$ cat config.mk
export PLATFORM = sky130hd
export DESIGN_NAME = estc_arith
export DESIGN_NICKNAME = d
export VERILOG_FILES = /design/src/rtl/core/env_sensor_trim_compensation_defines.svh /design/src/rtl/core/estc_pkg.sv /design/src/rtl/core/estc_arith.sv
export SDC_FILE = /design/constraint.sdc
export NUM_CORES = 2
export LEC_CHECK = 0
export ABC_CLOCK_PERIOD_IN_PS = 6450
export BUFFER_PORTS_ARGS = -buffer_cell sky130_fd_sc_hd__clkbuf_2
export CORE_MARGIN = 4
export CORE_UTILIZATION = 25
export CTS_CLUSTER_SIZE = 16
export DETAILED_ROUTE_END_ITERATION = 7
export GPL_ROUTABILITY_DRIVEN = 0
export SLEW_MARGIN = 20
export SYNTH_ARGS = -nofsm -noshare
export SYNTH_HDL_FRONTEND = slang
export SYNTH_SLANG_ARGS = --single-unit
$ cat constraint.sdc
create_clock -name clock -period 6.45 [get_ports clock]
set_clock_uncertainty 0.2 [all_clocks]
set_input_delay 0.645 -clock clock [delete_from_list [all_inputs] [get_ports clock]]
set_output_delay 0.645 -clock clock [all_outputs]
set_load 0.005 [all_outputs]
$ cat src/rtl/core/env_sensor_trim_compensation_defines.svh
// ============================================================================
// Assertion macros for the trim compensation block
// Shared concurrent check forms, clocked on clock and disabled during reset.
// ============================================================================
`ifndef ENV_SENSOR_TRIM_COMPENSATION_DEFINES_SVH
`define ENV_SENSOR_TRIM_COMPENSATION_DEFINES_SVH

// Same-cycle implication check.
`define ESTC_CHECK_SAME(lbl, ante, cons, msg) \
   lbl: assert property (@(posedge clock) disable iff (reset) (ante) |-> (cons)) \
      else $error(msg);

// Next-cycle implication check.
`define ESTC_CHECK_NEXT(lbl, ante, cons, msg) \
   lbl: assert property (@(posedge clock) disable iff (reset) (ante) |=> (cons)) \
      else $error(msg);

`endif

$ cat src/rtl/core/estc_pkg.sv
// ============================================================================
// Trim compensation package
// Shared types, codes and sign handling helpers of the compensation block.
// ============================================================================
`timescale 1ns / 1ps

package estc_pkg;

   // Shared arithmetic unit operations.
   localparam logic OP_MUL = 1'b0;
   localparam logic OP_DIV = 1'b1;

   // Configuration register indexes.
   localparam int unsigned CSR_IDX_W = 3;
   localparam logic [CSR_IDX_W-1:0] CSR_TEMP_TRIM       = 3'd0;
   localparam logic [CSR_IDX_W-1:0] CSR_PRESS_TRIM_LOW  = 3'd1;
   localparam logic [CSR_IDX_W-1:0] CSR_PRESS_TRIM_HIGH = 3'd2;
   localparam logic [CSR_IDX_W-1:0] CSR_PRESS_TRIM_NINE = 3'd3;
   localparam logic [CSR_IDX_W-1:0] CSR_HUM_TRIM        = 3'd4;
   localparam logic [CSR_IDX_W-1:0] CSR_HUM_PRESENT     = 3'd5;

   // Skipped-channel markers and output limits.
   localparam logic [23:0] SKIP24       = 24'h800000;
   localparam logic [15:0] SKIP16       = 16'h8000;
   localparam logic [16:0] HUM_Q10_MAX  = 17'd102400;
   localparam logic [31:0] HUM_RAW_MAX  = 32'd419430400;
   localparam logic [31:0] PRESS_FALLBACK = 32'd960000;

   typedef struct packed {
      logic [47:0] temp_trim;
      logic [63:0] press_trim_low;
      logic [63:0] press_trim_high;
      logic [15:0] press_trim_nine;
      logic [63:0] hum_trim;
      logic        humidity_present;
   } trim_type;

   typedef struct packed {
      logic start;
      logic op;
   } arith_cmd_type;

   typedef struct packed {
      logic [31:0] fine_temp;
      logic        temp_ok;
      logic [31:0] pressure_q5;
      logic        press_ok;
      logic [16:0] humidity_q10;
      logic        hum_ok;
   } result_type;

   function automatic logic [63:0] asr64(input logic [63:0] x, input logic [5:0] n);
      return 64'($signed(x) >>> n);
   endfunction

   function automatic logic [31:0] asr32(input logic [31:0] x, input logic [4:0] n);
      return 32'($signed(x) >>> n);
   endfunction

   function automatic logic [63:0] sx32(input logic [31:0] x);
      return {{32{x[31]}}, x};
   endfunction

   function automatic logic [63:0] sx16(input logic [15:0] x);
      return {{48{x[15]}}, x};
   endfunction

endpackage

$ cat src/rtl/core/estc_arith.sv
// ============================================================================
// Shared multiply and divide unit
// Wrapping 64-bit multiply, 16 multiplier bits per cycle, and
// signed 64-bit division truncating toward zero, one quotient bit per cycle.
// ============================================================================
`timescale 1ns / 1ps

module estc_arith (
   input  logic                   clock,
   input  logic                   reset,
   input  estc_pkg::arith_cmd_type cmd,
   input  logic [63:0]            opa,
   input  logic [63:0]            opb,
   output logic                   done,
   output logic [63:0]            result
);

   logic        busy_ff, busy_in;
   logic        done_ff, done_in;
   logic        op_ff, op_in;
   logic        neg_ff, neg_in;
   logic [5:0]  cnt_ff, cnt_in;
   logic [63:0] a_ff, a_in;
   logic [63:0] b_ff, b_in;
   logic [63:0] acc_ff, acc_in;
   logic [63:0] res_ff, res_in;
   logic [63:0] rem_sh;
   logic        fits;

   always_comb begin
      busy_in = busy_ff;
      done_in = 1'b0;
      op_in   = op_ff;
      neg_in  = neg_ff;
      cnt_in  = cnt_ff;
      a_in    = a_ff;
      b_in    = b_ff;
      acc_in  = acc_ff;
      res_in  = res_ff;
      rem_sh  = {acc_ff[62:0], a_ff[63]};
      fits    = rem_sh >= b_ff;
      if (cmd.start) begin
         // Latch operands; the divider works on magnitudes.
         busy_in = 1'b1;
         op_in   = cmd.op;
         cnt_in  = '0;
         acc_in  = '0;
         if (cmd.op == estc_pkg::OP_DIV) begin
            neg_in = opa[63] ^ opb[63];
            a_in   = opa[63] ? 64'(0 - opa) : opa;
            b_in   = opb[63] ? 64'(0 - opb) : opb;
         end else begin
            a_in = opa;
            b_in = opb;
         end
      end else if (busy_ff) begin
         cnt_in = cnt_ff + 6'd1;
         if (op_ff == estc_pkg::OP_MUL) begin
            // One 64 by 16 partial product per cycle.
            acc_in = acc_ff + 64'(a_ff * {48'd0, b_ff[15:0]});
            a_in   = {a_ff[47:0], 16'd0};
            b_in   = {16'd0, b_ff[63:16]};
            if (cnt_ff == 6'd3) begin
               busy_in = 1'b0;
               done_in = 1'b1;
               res_in  = acc_in;
            end
         end else begin
            // Restoring division step; the quotient shifts into a_ff.
            acc_in = fits ? 64'(rem_sh - b_ff) : rem_sh;
            a_in   = {a_ff[62:0], fits};
            if (cnt_ff == 6'd63) begin
               busy_in = 1'b0;
               done_in = 1'b1;
               res_in  = neg_ff ? 64'(0 - a_in) : a_in;
            end
         end
      end
   end

   always_ff @(posedge clock) begin
      if (reset) begin
         busy_ff <= 1'b0;
         done_ff <= 1'b0;
      end else begin
         busy_ff <= busy_in;
         done_ff <= done_in;
      end
   end

   always_ff @(posedge clock) begin
      op_ff  <= op_in;
      neg_ff <= neg_in;
      cnt_ff <= cnt_in;
      a_ff   <= a_in;
      b_ff   <= b_in;
      acc_ff <= acc_in;
      res_ff <= res_in;
   end

   assign done   = done_ff;
   assign result = res_ff;

endmodule

==> results.yml <==
outcome:
  status: "complete, but fails checks"
  failed_checks: "negative setup slack"
timing:
  finalCritPeriodShare_pct: 110.3
  worst_hold_slack_ps: 119.2
  finalSetupTns_ps: -32570
  rsz0062_at_grt: "true"
  fmax_mhz: 140.6
  finalSetupViolCount: 81
  finalHoldViolCount: 0
  tightest_slew_ps: 1182
  worst_slack_ps: -662.4
  fin_crit_ps: 7112
  drv_slew: 0
  slew_headroom_pct: 21.23
hold_path:
  hp-class: "in2reg"
  worstHoldStart: "reset"
logic_synthesis:
  yosysWarnings: 0
  syn-cell-area_sq_um: 49160
  synth_edf_count: 194
  yosysTopAreaCellShare_pct: 33.19
  yosysSeqAreaShare_pct: 14.78
  synthFlopType: "edfxtp_1"
  synthesis.nets: 6970
  synth.area.top_cells: "fa_1 (33%), edfxtp_1 (12%), inv_1 (8.7%)"
  ys_ff_latch: 266
  synth_area_per_cell_sq_um: 8.397
  synth.distinct_cells: 94
  synth_top_cell_by_area: "fa_1"
  syn_inst: 5854
  ys_async_sr_fraction_pct: 0
routing:
  wl_per_cell_microns: 21.06
  drc: 0
  via_per_inst: 4.859
  first_iter_violations: 4215
  wl_met2_microns: 85820
  wl_met3_microns: 13830
  wl_met1_microns: 73650
  first_pass_iters: 8
  wirelength_microns: 190600
  antenna_left: 0
  highest_layer: "met5"
  vias: 43980
finish:
  final_cell_mix: "inv_1 (1123), nand2_1 (878), fa_1 (788), buf_4 (557), and2_1 (287)"
  layout.nets: 7511
  final_common_cell: "inv_1"
  fin_cells: 9051
  layout-drive-gt1-share_pct: 19.01
  final_area_sq_um: 60690
  synthToLayoutAreaGrowth_pct: 23.46
setup_path:
  crit_path_max_fanout: 20
  slowest_delay_ps: 540
  path_class: "reg2reg"
  arrival_ps: 7230
  critical_path_required_ps: 6570
  r2r_setup_slack_ps: -660
  cpMostUsedCell: "fa_1"
  crit_buf_inv: 9
  rr_startpoint: "b_ff[4]$_DFFE_PP_"
  endpoint_kind: "register"
  path_delay_family: "adder cells"
  slowest_stage: "fa_1"
  crit_path_start_kind: "register"
  crit_start: "b_ff[4]$_DFFE_PP_"
place:
  dp_cells: 8900
  dp_hpwl_microns: 154100
  place_area_sq_um: 57310
  port_buffers: 196
floorplanning:
  io_pins: 197
  die_height_microns: 451.4
  die_w_microns: 451.4
  std_cell_rows: 162
  fp.coreArea_sq_um: 195200
  initial_core_util_pct: 25.18
  dieArea_sq_um: 203800
global_route:
  grt_overflow: 0
  grt_pass1_vias: 45121
  grt_max_degree: 115
  grt_antenna_before_repair: 10
  grt_usage_pct: 18.10
  grt_first_pass_wirelength_microns: 283700
clock_network:
  numCtsBuffers: 36
  clkTransAtPathRegs_ps: 70
  cts.path.max_buffers: 3
  cts_sinks: 266
  cts_tree: "done"
  hold_buffers: 0
  clock_latency_ps: 620
  cts_root_buffer: "clkbuf_16"
  h-tree-depth: 2
job:
  max_cap_viol_count: 0
==> cell families (layout without fill, tap and decap cells) <==
family                   after synthesis  in the layout  synth area share (%)
multiplexers                          65             65                 1.334
AO/OA/AOI/OAI                        954            954                 12.50
other                                  0              4                     0
adder cells (fa/ha/maj)              984            984                 37.49
XOR/XNOR                             307            307                 5.470
AND/OR/NAND/NOR                     1776           1776                 16.90
buffers and inverters               1502           2071                 11.52
flip-flops                           266            266                 14.78
==> routing by layer <==
layer / global-route usage (%) / vias up
li1: - / 19492
met1: 22.61 / 21977
met2: 28.95 / 2025
met3: 2.298 / 476
met4: 12.95 / 10
met5: 0 / -
==> synth_stat cells, types with 10 or more instances <==
library cell  count
a211oi_1         23
o21bai_1         34
clkbuf_1        322
a22o_1           21
a211o_1          10
edfxtp_1        194
and2_1          299
buf_1            33
a21boi_0         17
o31ai_1          36
o211ai_1         26
fa_1            815
o41ai_1          26
inv_1          1136
nor3_1           48
o21ai_0         174
nand2b_1         24
and3_1           18
a311o_1          16
nand2_1         891
mux2i_1          61
nand4_1          44
dfxtp_1          72
nand3_1          46
or4_1            20
a31o_2           11
o21a_1           18
xor2_1          146
xnor2_1         161
ha_1            169
or3_1            25
o22ai_1          13
a21o_1           68
a31oi_1          37
nor2_1          255
nor4_1           17
or2_2            15
a21oi_1         326
nor2b_1          24
==> worst reg2reg max path, stage by stage, from the launching register on <==
cell	delay, ps
edfxtp_1	420
buf_12	180
buf_8	150
and2_1	150
fa_1	530
inv_1	50
fa_1	460
fa_1	520
inv_1	50
fa_1	480
fa_1	540
inv_1	60
fa_1	490
inv_1	70
ha_4	280
nand4_1	150
buf_4	180
nor2_4	120
o211ai_1	160
buf_4	190
a31oi_4	270
a31oi_4	130
buf_12	150
o31ai_4	330
mux2i_2	360
o211ai_1	150
==> final timing paths <==
path | end | depth (start not counted)
hold reg to reg | acc_ff[63]$_SDFFE_PP0P_ | 2
setup / recovery | result[58]$_DFFE_PP_ | 25
hold / removal | busy_ff$_SDFF_PP0_ | 2
setup reg to reg | result[58]$_DFFE_PP_ | 25
==> flip-flops by register name, indices dropped and copies added (netlist names) <==
register / cells
busy_ff: 1
result: 64
acc_ff: 64
neg_ff: 1
b_ff: 64
op_ff: 1
done: 1
cnt_ff: 6
a_ff: 64
==> layout make-up <==
| class | instances | area (sq um) |
|---|---|---|
| Sequential cell | 266 | 7267 |
| Timing Repair Buffer | 867 | 7082 |
| Antenna cell | 4 | 10.01 |
| Inverter | 1138 | 4274 |
| Clock buffer | 43 | 969.7 |
| Multi-Input combinational cell | 4086 | 37580 |
| Fill cell | 20223 | 134500 |
| Tap cell | 2624 | 3283 |
| Clock inverter | 23 | 227.7 |
==> repair_timing <==
action	4_1_cts	5_1_grt
pin swaps	41	122
setup buffers	31	44
gates resized for setup	166	163
endpoints found under the hold margin	0	0
cloned	1	9
endpoints found under the setup margin	93	96
==> stage by stage <==
stage / util, % / setup slack, ps
4_1_cts: 30.48 / -570.0
6_report: 31.09 / -662.4
3_5_place_dp: 29.36 / -930.9
5_1_grt: 31.09 / -836.7
3_3_place_gp: 29.35 / -899.4
2_1_floorplan: - / -32.71
Power is not shown: default switching activity piles up to over one toggle a cycle in this logic, so the estimate is an artifact.
