[src/rtl/core/env_sensor_trim_compensation_defines.svh]
// ============================================================================
// Assertion macros for the trim compensation block
// Shared concurrent check forms, clocked on clock and disabled during reset.
// ============================================================================
`ifndef ENV_SENSOR_TRIM_COMPENSATION_DEFINES_SVH
`define ENV_SENSOR_TRIM_COMPENSATION_DEFINES_SVH

// Same-cycle implication check.
`define ESTC_CHECK_SAME(lbl, ante, cons, msg) \
   lbl: assert property (@(posedge clock) disable iff (reset) (ante) |-> (cons)) \
      else $error(msg);

// Next-cycle implication check.
`define ESTC_CHECK_NEXT(lbl, ante, cons, msg) \
   lbl: assert property (@(posedge clock) disable iff (reset) (ante) |=> (cons)) \
      else $error(msg);

`endif

[src/rtl/core/estc_pkg.sv]
// ============================================================================
// Trim compensation package
// Shared types, codes and sign handling helpers of the compensation block.
// ============================================================================
`timescale 1ns / 1ps

package estc_pkg;

   // Shared arithmetic unit operations.
   localparam logic OP_MUL = 1'b0;
   localparam logic OP_DIV = 1'b1;

   // Configuration register indexes.
   localparam int unsigned CSR_IDX_W = 3;
   localparam logic [CSR_IDX_W-1:0] CSR_TEMP_TRIM       = 3'd0;
   localparam logic [CSR_IDX_W-1:0] CSR_PRESS_TRIM_LOW  = 3'd1;
   localparam logic [CSR_IDX_W-1:0] CSR_PRESS_TRIM_HIGH = 3'd2;
   localparam logic [CSR_IDX_W-1:0] CSR_PRESS_TRIM_NINE = 3'd3;
   localparam logic [CSR_IDX_W-1:0] CSR_HUM_TRIM        = 3'd4;
   localparam logic [CSR_IDX_W-1:0] CSR_HUM_PRESENT     = 3'd5;

   // Skipped-channel markers and output limits.
   localparam logic [23:0] SKIP24       = 24'h800000;
   localparam logic [15:0] SKIP16       = 16'h8000;
   localparam logic [16:0] HUM_Q10_MAX  = 17'd102400;
   localparam logic [31:0] HUM_RAW_MAX  = 32'd419430400;
   localparam logic [31:0] PRESS_FALLBACK = 32'd960000;

   typedef struct packed {
      logic [47:0] temp_trim;
      logic [63:0] press_trim_low;
      logic [63:0] press_trim_high;
      logic [15:0] press_trim_nine;
      logic [63:0] hum_trim;
      logic        humidity_present;
   } trim_type;

   typedef struct packed {
      logic start;
      logic op;
   } arith_cmd_type;

   typedef struct packed {
      logic [31:0] fine_temp;
      logic        temp_ok;
      logic [31:0] pressure_q5;
      logic        press_ok;
      logic [16:0] humidity_q10;
      logic        hum_ok;
   } result_type;

   function automatic logic [63:0] asr64(input logic [63:0] x, input logic [5:0] n);
      return 64'($signed(x) >>> n);
   endfunction

   function automatic logic [31:0] asr32(input logic [31:0] x, input logic [4:0] n);
      return 32'($signed(x) >>> n);
   endfunction

   function automatic logic [63:0] sx32(input logic [31:0] x);
      return {{32{x[31]}}, x};
   endfunction

   function automatic logic [63:0] sx16(input logic [15:0] x);
      return {{48{x[15]}}, x};
   endfunction

endpackage

[src/rtl/core/estc_seq.sv]
// ============================================================================
// Compensation sequencer
// Steps one reading through temperature, pressure and humidity, feeding the
// shared arithmetic unit and folding each product into the running terms.
// ============================================================================
`timescale 1ns / 1ps

module estc_seq (
   input  logic                    clock,
   input  logic                    reset,
   input  logic                    start,
   input  logic [23:0]             raw_temp,
   input  logic [23:0]             raw_press,
   input  logic [15:0]             raw_hum,
   input  estc_pkg::trim_type      trim,
   input  logic                    take,
   output logic                    idle,
   output logic                    res_valid,
   output estc_pkg::result_type    result,
   output estc_pkg::arith_cmd_type cmd,
   output logic [63:0]             opa,
   output logic [63:0]             opb,
   input  logic                    arith_done,
   input  logic [63:0]             arith_res
);

   localparam logic [4:0] S_IDLE  = 5'd0;
   localparam logic [4:0] T_M1    = 5'd1;
   localparam logic [4:0] T_M2    = 5'd2;
   localparam logic [4:0] T_M3    = 5'd3;
   localparam logic [4:0] P_AA    = 5'd4;
   localparam logic [4:0] P_B1    = 5'd5;
   localparam logic [4:0] P_B2    = 5'd6;
   localparam logic [4:0] P_C1    = 5'd7;
   localparam logic [4:0] P_C2    = 5'd8;
   localparam logic [4:0] P_D     = 5'd9;
   localparam logic [4:0] P_N     = 5'd10;
   localparam logic [4:0] P_DIV   = 5'd11;
   localparam logic [4:0] P_E1    = 5'd12;
   localparam logic [4:0] P_E2    = 5'd13;
   localparam logic [4:0] P_F     = 5'd14;
   localparam logic [4:0] H_M1    = 5'd15;
   localparam logic [4:0] H_G1    = 5'd16;
   localparam logic [4:0] H_G2    = 5'd17;
   localparam logic [4:0] H_B     = 5'd18;
   localparam logic [4:0] H_BH2   = 5'd19;
   localparam logic [4:0] H_AB    = 5'd20;
   localparam logic [4:0] H_SS    = 5'd21;
   localparam logic [4:0] H_T     = 5'd22;
   localparam logic [4:0] S_DONE  = 5'd23;

   logic [4:0]  step_ff, step_in;
   logic        issued_ff, issued_in;
   logic [31:0] fine_hold_ff, fine_hold_in;
   logic [23:0] rt_ff, rt_in;
   logic [23:0] rp_ff, rp_in;
   logic [15:0] rh_ff, rh_in;
   logic        tok_ff, tok_in, pok_ff, pok_in, hok_ff, hok_in;
   logic [31:0] fine_out_ff, fine_out_in;
   logic [31:0] press_out_ff, press_out_in;
   logic [16:0] hum_out_ff, hum_out_in;
   logic [63:0] tv1_ff, tv1_in, tm2_ff, tm2_in;
   logic [63:0] aa_ff, aa_in, pb_ff, pb_in, a2_ff, a2_in, a3_ff, a3_in;
   logic [63:0] n_ff, n_in, p_ff, p_in, e_ff, e_in;
   logic [31:0] ha_ff, ha_in, hg_ff, hg_in, hb_ff, hb_in, hv_ff, hv_in, hs_ff, hs_in;

   logic [63:0] t1, t2, t3, d1, d2;
   logic [63:0] p1, p2, p3, p4, p5, p6, p7, p8, p9;
   logic [63:0] pa, pp, ps13, psum;
   logic [31:0] pt, fine_new;
   logic [31:0] h1, h2, h3, h4, h5, h6, hx, r32, hv_fin, hum_c;
   logic [4:0]  nxt_hum, nxt_press;
   logic        tok_now, pok_now, hok_now;

   // Coefficient fields and derived operands.
   always_comb begin
      t1 = {48'd0, trim.temp_trim[15:0]};
      t2 = estc_pkg::sx16(trim.temp_trim[31:16]);
      t3 = estc_pkg::sx16(trim.temp_trim[47:32]);
      d1 = {47'd0, rt_ff[23:7]} - {47'd0, trim.temp_trim[15:0], 1'b0};
      d2 = {48'd0, rt_ff[23:8]} - t1;
      p1 = {48'd0, trim.press_trim_low[15:0]};
      p2 = estc_pkg::sx16(trim.press_trim_low[31:16]);
      p3 = estc_pkg::sx16(trim.press_trim_low[47:32]);
      p4 = estc_pkg::sx16(trim.press_trim_low[63:48]);
      p5 = estc_pkg::sx16(trim.press_trim_high[15:0]);
      p6 = estc_pkg::sx16(trim.press_trim_high[31:16]);
      p7 = estc_pkg::sx16(trim.press_trim_high[47:32]);
      p8 = estc_pkg::sx16(trim.press_trim_high[63:48]);
      p9 = estc_pkg::sx16(trim.press_trim_nine);
      pa = estc_pkg::sx32(fine_hold_ff) - 64'd128000;
      pp = 64'd1048576 - {44'd0, rp_ff[23:4]};
      ps13 = estc_pkg::asr64(p_ff, 6'd13);
      h1 = {24'd0, trim.hum_trim[7:0]};
      h2 = {{16{trim.hum_trim[23]}}, trim.hum_trim[23:8]};
      h3 = {24'd0, trim.hum_trim[31:24]};
      h4 = {20'd0, trim.hum_trim[43:32]};
      h5 = {{20{trim.hum_trim[55]}}, trim.hum_trim[55:44]};
      h6 = {{24{trim.hum_trim[63]}}, trim.hum_trim[63:56]};
      hx = fine_hold_ff - 32'd76800;
      r32 = arith_res[31:0];
      nxt_hum   = hok_ff ? H_M1 : S_DONE;
      nxt_press = pok_ff ? P_AA : nxt_hum;
      tok_now = raw_temp != estc_pkg::SKIP24;
      pok_now = raw_press != estc_pkg::SKIP24;
      hok_now = trim.humidity_present && (raw_hum != estc_pkg::SKIP16);
      fine_new = 32'(tv1_ff + estc_pkg::asr64(arith_res, 6'd14));
      psum = p_ff + e_ff + estc_pkg::asr64(arith_res, 6'd19);
      pt = 32'(estc_pkg::asr64(psum, 6'd8)) + 32'(p7 << 4);
      hv_fin = hv_ff - estc_pkg::asr32(r32, 5'd4);
      if (hv_fin[31]) begin
         hum_c = '0;
      end else if (hv_fin > estc_pkg::HUM_RAW_MAX) begin
         hum_c = estc_pkg::HUM_RAW_MAX;
      end else begin
         hum_c = hv_fin;
      end
   end

   // Operand selection for the shared unit.
   always_comb begin
      unique case (step_ff)
         T_M1:    begin opa = d1; opb = t2; end
         T_M2:    begin opa = d2; opb = d2; end
         T_M3:    begin opa = estc_pkg::asr64(tm2_ff, 6'd12); opb = t3; end
         P_AA:    begin opa = pa; opb = pa; end
         P_B1:    begin opa = aa_ff; opb = p6; end
         P_B2:    begin opa = pa; opb = p5; end
         P_C1:    begin opa = aa_ff; opb = p3; end
         P_C2:    begin opa = pa; opb = p2; end
         P_D:     begin opa = (64'd1 << 47) + a2_ff; opb = p1; end
         P_N:     begin opa = (pp << 31) - pb_ff; opb = 64'd3125; end
         P_DIV:   begin opa = n_ff; opb = a3_ff; end
         P_E1:    begin opa = p9; opb = ps13; end
         P_E2:    begin opa = e_ff; opb = ps13; end
         P_F:     begin opa = p8; opb = p_ff; end
         H_M1:    begin opa = estc_pkg::sx32(h5); opb = estc_pkg::sx32(hx); end
         H_G1:    begin opa = estc_pkg::sx32(hx); opb = estc_pkg::sx32(h6); end
         H_G2:    begin opa = estc_pkg::sx32(hx); opb = estc_pkg::sx32(h3); end
         H_B:     begin opa = estc_pkg::sx32(hg_ff); opb = estc_pkg::sx32(hb_ff); end
         H_BH2:   begin opa = estc_pkg::sx32(hb_ff); opb = estc_pkg::sx32(h2); end
         H_AB:    begin opa = estc_pkg::sx32(ha_ff); opb = estc_pkg::sx32(hb_ff); end
         H_SS:    begin opa = estc_pkg::sx32(hs_ff); opb = estc_pkg::sx32(hs_ff); end
         H_T:     begin opa = estc_pkg::sx32(hs_ff); opb = estc_pkg::sx32(h1); end
         default: begin opa = '0; opb = '0; end
      endcase
   end

   // Step sequencing and capture of each product.
   always_comb begin
      step_in      = step_ff;
      issued_in    = issued_ff;
      fine_hold_in = fine_hold_ff;
      rt_in = rt_ff;  rp_in = rp_ff;  rh_in = rh_ff;
      tok_in = tok_ff;  pok_in = pok_ff;  hok_in = hok_ff;
      fine_out_in  = fine_out_ff;
      press_out_in = press_out_ff;
      hum_out_in   = hum_out_ff;
      tv1_in = tv1_ff;  tm2_in = tm2_ff;
      aa_in = aa_ff;  pb_in = pb_ff;  a2_in = a2_ff;  a3_in = a3_ff;
      n_in = n_ff;  p_in = p_ff;  e_in = e_ff;
      ha_in = ha_ff;  hg_in = hg_ff;  hb_in = hb_ff;  hv_in = hv_ff;  hs_in = hs_ff;
      cmd.start = 1'b0;
      cmd.op    = (step_ff == P_DIV) ? estc_pkg::OP_DIV : estc_pkg::OP_MUL;
      unique case (step_ff)
         S_IDLE: begin
            if (start) begin
               rt_in = raw_temp;  rp_in = raw_press;  rh_in = raw_hum;
               tok_in = tok_now;  pok_in = pok_now;  hok_in = hok_now;
               fine_out_in = '0;  press_out_in = '0;  hum_out_in = '0;
               issued_in = 1'b0;
               if (tok_now) begin
                  step_in = T_M1;
               end else if (pok_now) begin
                  step_in = P_AA;
               end else if (hok_now) begin
                  step_in = H_M1;
               end else begin
                  step_in = S_DONE;
               end
            end
         end
         S_DONE: begin
            if (take) begin
               step_in = S_IDLE;
            end
         end
         default: begin
            if (!issued_ff) begin
               cmd.start = 1'b1;
               issued_in = 1'b1;
            end else if (arith_done) begin
               issued_in = 1'b0;
               step_in   = 5'(step_ff + 5'd1);
               unique case (step_ff)
                  T_M1:  tv1_in = estc_pkg::asr64(arith_res, 6'd11);
                  T_M2:  tm2_in = arith_res;
                  T_M3: begin
                     fine_hold_in = fine_new;
                     fine_out_in  = fine_new;
                     step_in      = nxt_press;
                  end
                  P_AA:  aa_in = arith_res;
                  P_B1:  pb_in = arith_res;
                  P_B2:  pb_in = pb_ff + (arith_res << 17) + (p4 << 35);
                  P_C1:  a2_in = estc_pkg::asr64(arith_res, 6'd8);
                  P_C2:  a2_in = a2_ff + (arith_res << 12);
                  P_D: begin
                     a3_in = estc_pkg::asr64(arith_res, 6'd33);
                     // Zero divisor: fall back to the fixed pressure.
                     if (a3_in == 64'd0) begin
                        press_out_in = estc_pkg::PRESS_FALLBACK;
                        step_in      = nxt_hum;
                     end
                  end
                  P_N:   n_in = arith_res;
                  P_DIV: p_in = arith_res;
                  P_E1:  e_in = arith_res;
                  P_E2:  e_in = estc_pkg::asr64(arith_res, 6'd25);
                  P_F: begin
                     press_out_in = estc_pkg::asr32(pt, 5'd3);
                     step_in      = nxt_hum;
                  end
                  H_M1: begin
                     ha_in = estc_pkg::asr32(
                        {2'd0, rh_ff, 14'd0} - {h4[11:0], 20'd0} - r32 + 32'd16384, 5'd15);
                  end
                  H_G1:  hg_in = estc_pkg::asr32(r32, 5'd10);
                  H_G2:  hb_in = estc_pkg::asr32(r32, 5'd11) + 32'd32768;
                  H_B:   hb_in = estc_pkg::asr32(r32, 5'd10) + 32'd2097152;
                  H_BH2: hb_in = estc_pkg::asr32(r32 + 32'd8192, 5'd14);
                  H_AB: begin
                     hv_in = r32;
                     hs_in = estc_pkg::asr32(r32, 5'd15);
                  end
                  H_SS:  hs_in = estc_pkg::asr32(r32, 5'd7);
                  H_T: begin
                     hum_out_in = hum_c[28:12];
                     step_in    = S_DONE;
                  end
                  default: step_in = S_DONE;
               endcase
            end
         end
      endcase
   end

   always_ff @(posedge clock) begin
      if (reset) begin
         step_ff      <= S_IDLE;
         issued_ff    <= 1'b0;
         fine_hold_ff <= '0;
      end else begin
         step_ff      <= step_in;
         issued_ff    <= issued_in;
         fine_hold_ff <= fine_hold_in;
      end
   end

   always_ff @(posedge clock) begin
      rt_ff <= rt_in;  rp_ff <= rp_in;  rh_ff <= rh_in;
      tok_ff <= tok_in;  pok_ff <= pok_in;  hok_ff <= hok_in;
      fine_out_ff  <= fine_out_in;
      press_out_ff <= press_out_in;
      hum_out_ff   <= hum_out_in;
      tv1_ff <= tv1_in;  tm2_ff <= tm2_in;
      aa_ff <= aa_in;  pb_ff <= pb_in;  a2_ff <= a2_in;  a3_ff <= a3_in;
      n_ff <= n_in;  p_ff <= p_in;  e_ff <= e_in;
      ha_ff <= ha_in;  hg_ff <= hg_in;  hb_ff <= hb_in;  hv_ff <= hv_in;  hs_ff <= hs_in;
   end

   assign idle      = step_ff == S_IDLE;
   assign res_valid = step_ff == S_DONE;
   assign result.fine_temp    = fine_out_ff;
   assign result.temp_ok      = tok_ff;
   assign result.pressure_q5  = press_out_ff;
   assign result.press_ok     = pok_ff;
   assign result.humidity_q10 = hum_out_ff;
   assign result.hum_ok       = hok_ff;

endmodule

[config.mk]
export PLATFORM = sky130hd
export DESIGN_NAME = estc_seq
export DESIGN_NICKNAME = d
export VERILOG_FILES = /design/src/rtl/core/env_sensor_trim_compensation_defines.svh /design/src/rtl/core/estc_pkg.sv /design/src/rtl/core/estc_seq.sv
export SDC_FILE = /design/constraint.sdc
export NUM_CORES = 2
export LEC_CHECK = 0
export BUFFER_PORTS_ARGS = -buffer_cell sky130_fd_sc_hd__buf_4
export CORE_AREA = 2 2 296 371
export DETAILED_ROUTE_END_ITERATION = 16
export DIE_AREA = 0 0 298 373
export PLACE_DENSITY = 0.68
export SLEW_MARGIN = 20
export SYNTH_ARGS = -nofsm -noshare
export SYNTH_HDL_FRONTEND = slang
export SYNTH_SLANG_ARGS = --single-unit
[constraint.sdc]
create_clock -name clock -period 8.4 [get_ports clock]
set_input_delay 0.84 -clock clock [delete_from_list [all_inputs] [get_ports clock]]
set_output_delay 0.84 -clock clock [all_outputs]
set_load 0.05 [all_outputs]
==> flow_metrics.py <==
metrics = {
    "run_status": {
        "outcome": "completed",
    },
    "synthesis": {
        "ys_seq_elements": 790,
        "syn_avg_cell_area_um2": 10.2,
        "synthArstFlopShare_pct": 0,
        "synth_edf_count": 752,
        "synth.area.top_cells": "edfxtp_1, ha_1, nand2_1",
        "synth.distinct_cells": 92,
        "synthFlopType": "edfxtp_1",
        "synth_top_area_cell": "edfxtp_1",
        "seq_area_frac_synth_pct": 44.6,
        "synth_nets": 5945,
        "yosysWarnings": 0,
        "syn_area_um2": 52300,
        "syn_inst": 5117,
        "synth.top_cell.area_share_pct": 43.2,
    },
    "sta": {
        "fin_crit_sh_pct": 77.7,
        "timing.clock.skew_ns": 0.0298,
        "final_max_slew_viol_count": 0,
        "rsz0062_at_grt": "no",
        "period_needed_ns": 6.53,
        "layout_setup_ws_ns": 1.87,
        "hold_viol_final": 0,
        "tns_ns": 0,
        "setup_viol": 0,
        "clock.fmax_mhz": 153,
        "slew_headroom_pct": 20.4,
        "worst_slew_pin_slew_ns": 1.19,
    },
    "place": {
        "dpl_cell_area_um2": 58700,
        "dp_cells": 7013,
        "dp_slack_ns": 1.30,
        "port_buffers": 605,
        "gp_congestion": 1.04,
        "dp_hpwl_um": 179000,
    },
    "route": {
        "ant_nets": 0,
        "first_iter_violations": 7312,
        "via_count": 48700,
        "drtPass1Iterations": 9,
        "viasPerCell": 6.79,
        "drt-total-wl_um": 243000,
        "routedWlPerCell_um": 33.9,
        "drc": 0,
    },
    "global_route": {
        "grt_pass1_wl_um": 339000,
        "groute.usage.overall_pct": 42.5,
        "grt_max_degree": 86,
        "grt_pass1_vias": 46200,
        "antenna_found_initial": 22,
        "grt_overflow": 0,
    },
    "cts": {
        "ctsResizeCount": 0,
        "cts-root-buf": "clkbuf_16",
        "cts_setup_buffers": 0,
        "cts_buffer_depth": 3,
        "clkSlewWorstSetupHoldPaths_ns": 0.06,
        "htreeDepth": 3,
        "cts_buffers": 85,
        "cts_tree": "done",
        "ctsHoldBuffers": 0,
        "clock_sinks": 790,
        "worst_skew_pair.late_latency_ns": 0.71,
    },
    "final_layout": {
        "final_area_um2": 61500,
        "final_common_cell": "edfxtp_1",
        "nets": 6490,
        "stdcell_count": 7178,
        "final_util_pct": 57.1,
        "area_delta_synth_final_pct": 17.5,
        "final_cell_mix": "edfxtp_1, buf_4, nand2_1, ha_1, o21ai_0",
        "drive_gt1_share_pct": 16.0,
    },
    "power_and_ir_drop": {
        "p_leak_uw": 0.0243,
        "powerDensity_nw_per_um2": 284,
        "vdd_drop_max_v": 0.000387,
    },
    "die": {
        "die_w_um": 298,
        "dieArea_um2": 111000,
        "initial_core_util_pct": 48.6,
        "core_um2": 108000,
        "rows": 135,
        "die_y_um": 373,
        "ios": 606,
    },
    "worst_setup_path": {
        "path_max_fanout": 6,
        "startpoint_type": "input port",
        "arrival_ns": 7.08,
        "required_ns": 8.95,
        "crit_type": "input port to flip-flop",
        "critPathCaptureType": "flip-flop",
    },
    "hold_path": {
        "hp-class": "input port to flip-flop",
    },
    "flow_run": {
        "maxCapViolations": 0,
    },
}
critical path, cell delays in order:
cell and delay, ns:
buf_4 0.21, inv_1 0.24, fa_1 0.59, inv_1 0.04, ha_1 0.29, nand4b_1 0.10, o221ai_1 0.47, nand3_1 0.30
nand2_1 0.19, and2_1 0.18, o21ai_0 0.08, nand2b_1 0.10, xor2_1 0.20, ha_1 0.28, a211oi_1 0.27, o21ai_0 0.20
a2111o_1 0.43, a221o_1 0.36, o21ai_0 0.45, o31ai_1 0.18, a41oi_1 0.32, a21oi_1 0.12, xnor2_1 0.15, or3_1 0.31
a21oi_1 0.15
stage by stage:
stage                     power (uW)  hold WS (ns)
after floorplan                10400         0.448
after global placement         13400         0.478
after detailed placement       13400         0.481
after CTS                      17300         0.292
after global routing           17900         0.320
final                          17500         0.322
cells in the mapped netlist (20+ instances only):
cell and instances:
edfxtp_1 752, nand2_1 588, ha_1 355, o21ai_0 320, a21oi_1 319, nor2_1 292
inv_1 209, xnor2_1 199, clkbuf_1 196, a22oi_1 177, a21o_1 150, xor2_1 142
nand3_1 120, a222oi_1 95, fa_1 83, nor3_1 78, nand4_1 72, a221oi_1 55
o21a_1 50, nand2b_1 48, nor4_1 48, and2_1 43, and3_1 41, a211oi_1 40
a221o_1 39, nor2b_1 39, dfxtp_1 38, a31oi_1 34, o211ai_1 34, or3_1 34
o2111ai_1 33, a22o_1 30, o21bai_1 30, buf_1 23, and4_1 22, o31ai_1 21
buf_2 20
where the power goes:
group          leakage, uW  switching (uW)  internal (uW)  total [uW]
clock              0.00134            1750           2180        3930
combinational       0.0158            6190           2530        8720
sequential         0.00711             121           4690        4820
total               0.0243            8060           9400       17500
flip-flops by register name (all words and copies together), names as in the netlist, 23 cells and up:
register / flops
fine_out_ff: 32
fine_hold_ff: 32
tm2_ff: 52
e_ff: 64
tv1_ff: 32
hv_ff: 32
hb_ff: 23
n_ff: 64
p_ff: 64
press_out_ff: 29
pb_ff: 64
hs_ff: 25
a2_ff: 64
a3_ff: 31
aa_ff: 64
metal layers:
metal	vias up	share of wire (%)	wire length, um	track usage, %
li1	20700	-	-	-
met1	23700	37	89200	54.3
met2	3528	44	106000	64.9
met3	784	13	31700	12.1
met4	22	6.5	15900	23.7
met5	-	0.057	138	0
final cells by class:
type | count | area, um2
Sequential cell | 790 | 23300
Inverter | 210 | 790
Clock inverter | 54 | 583
Fill cell | 9502 | 46300
Clock buffer | 104 | 2220
Antenna cell | 7 | 17.5
Tap cell | 1438 | 1800
Timing Repair Buffer | 703 | 5290
Multi-Input combinational cell | 3872 | 27400
logic make-up (layout without fill, tap and decap cells):
| logic type | Yosys count | after routing | synth area share (%) |
|---|---|---|---|
| multiplexers | 9 | 9 | 0.175 |
| AO/OA/AOI/OAI | 1573 | 1573 | 20.6 |
| other | 0 | 7 | 0 |
| XOR/XNOR | 341 | 341 | 5.71 |
| adder cells (fa/ha/maj) | 438 | 438 | 11.7 |
| flip-flops | 790 | 790 | 44.6 |
| AND/OR/NAND/NOR | 1511 | 1511 | 13.8 |
| buffers and inverters | 455 | 1071 | 3.35 |
path summary, 6_finish.rpt:
path	from	to	slack (ns)	depth (start not counted)
worst max-delay path	arith_res[22]	press_out_ff[30]	1.87	25
worst min-delay path	raw_press[9]	rp_ff[9]	0.32	1
worst max register to register	e_ff[6]	press_out_ff[30]	2.12	22
worst min register to register	issued_ff	issued_ff	0.50	2
Note: power is estimated with default switching activity, not from simulation.
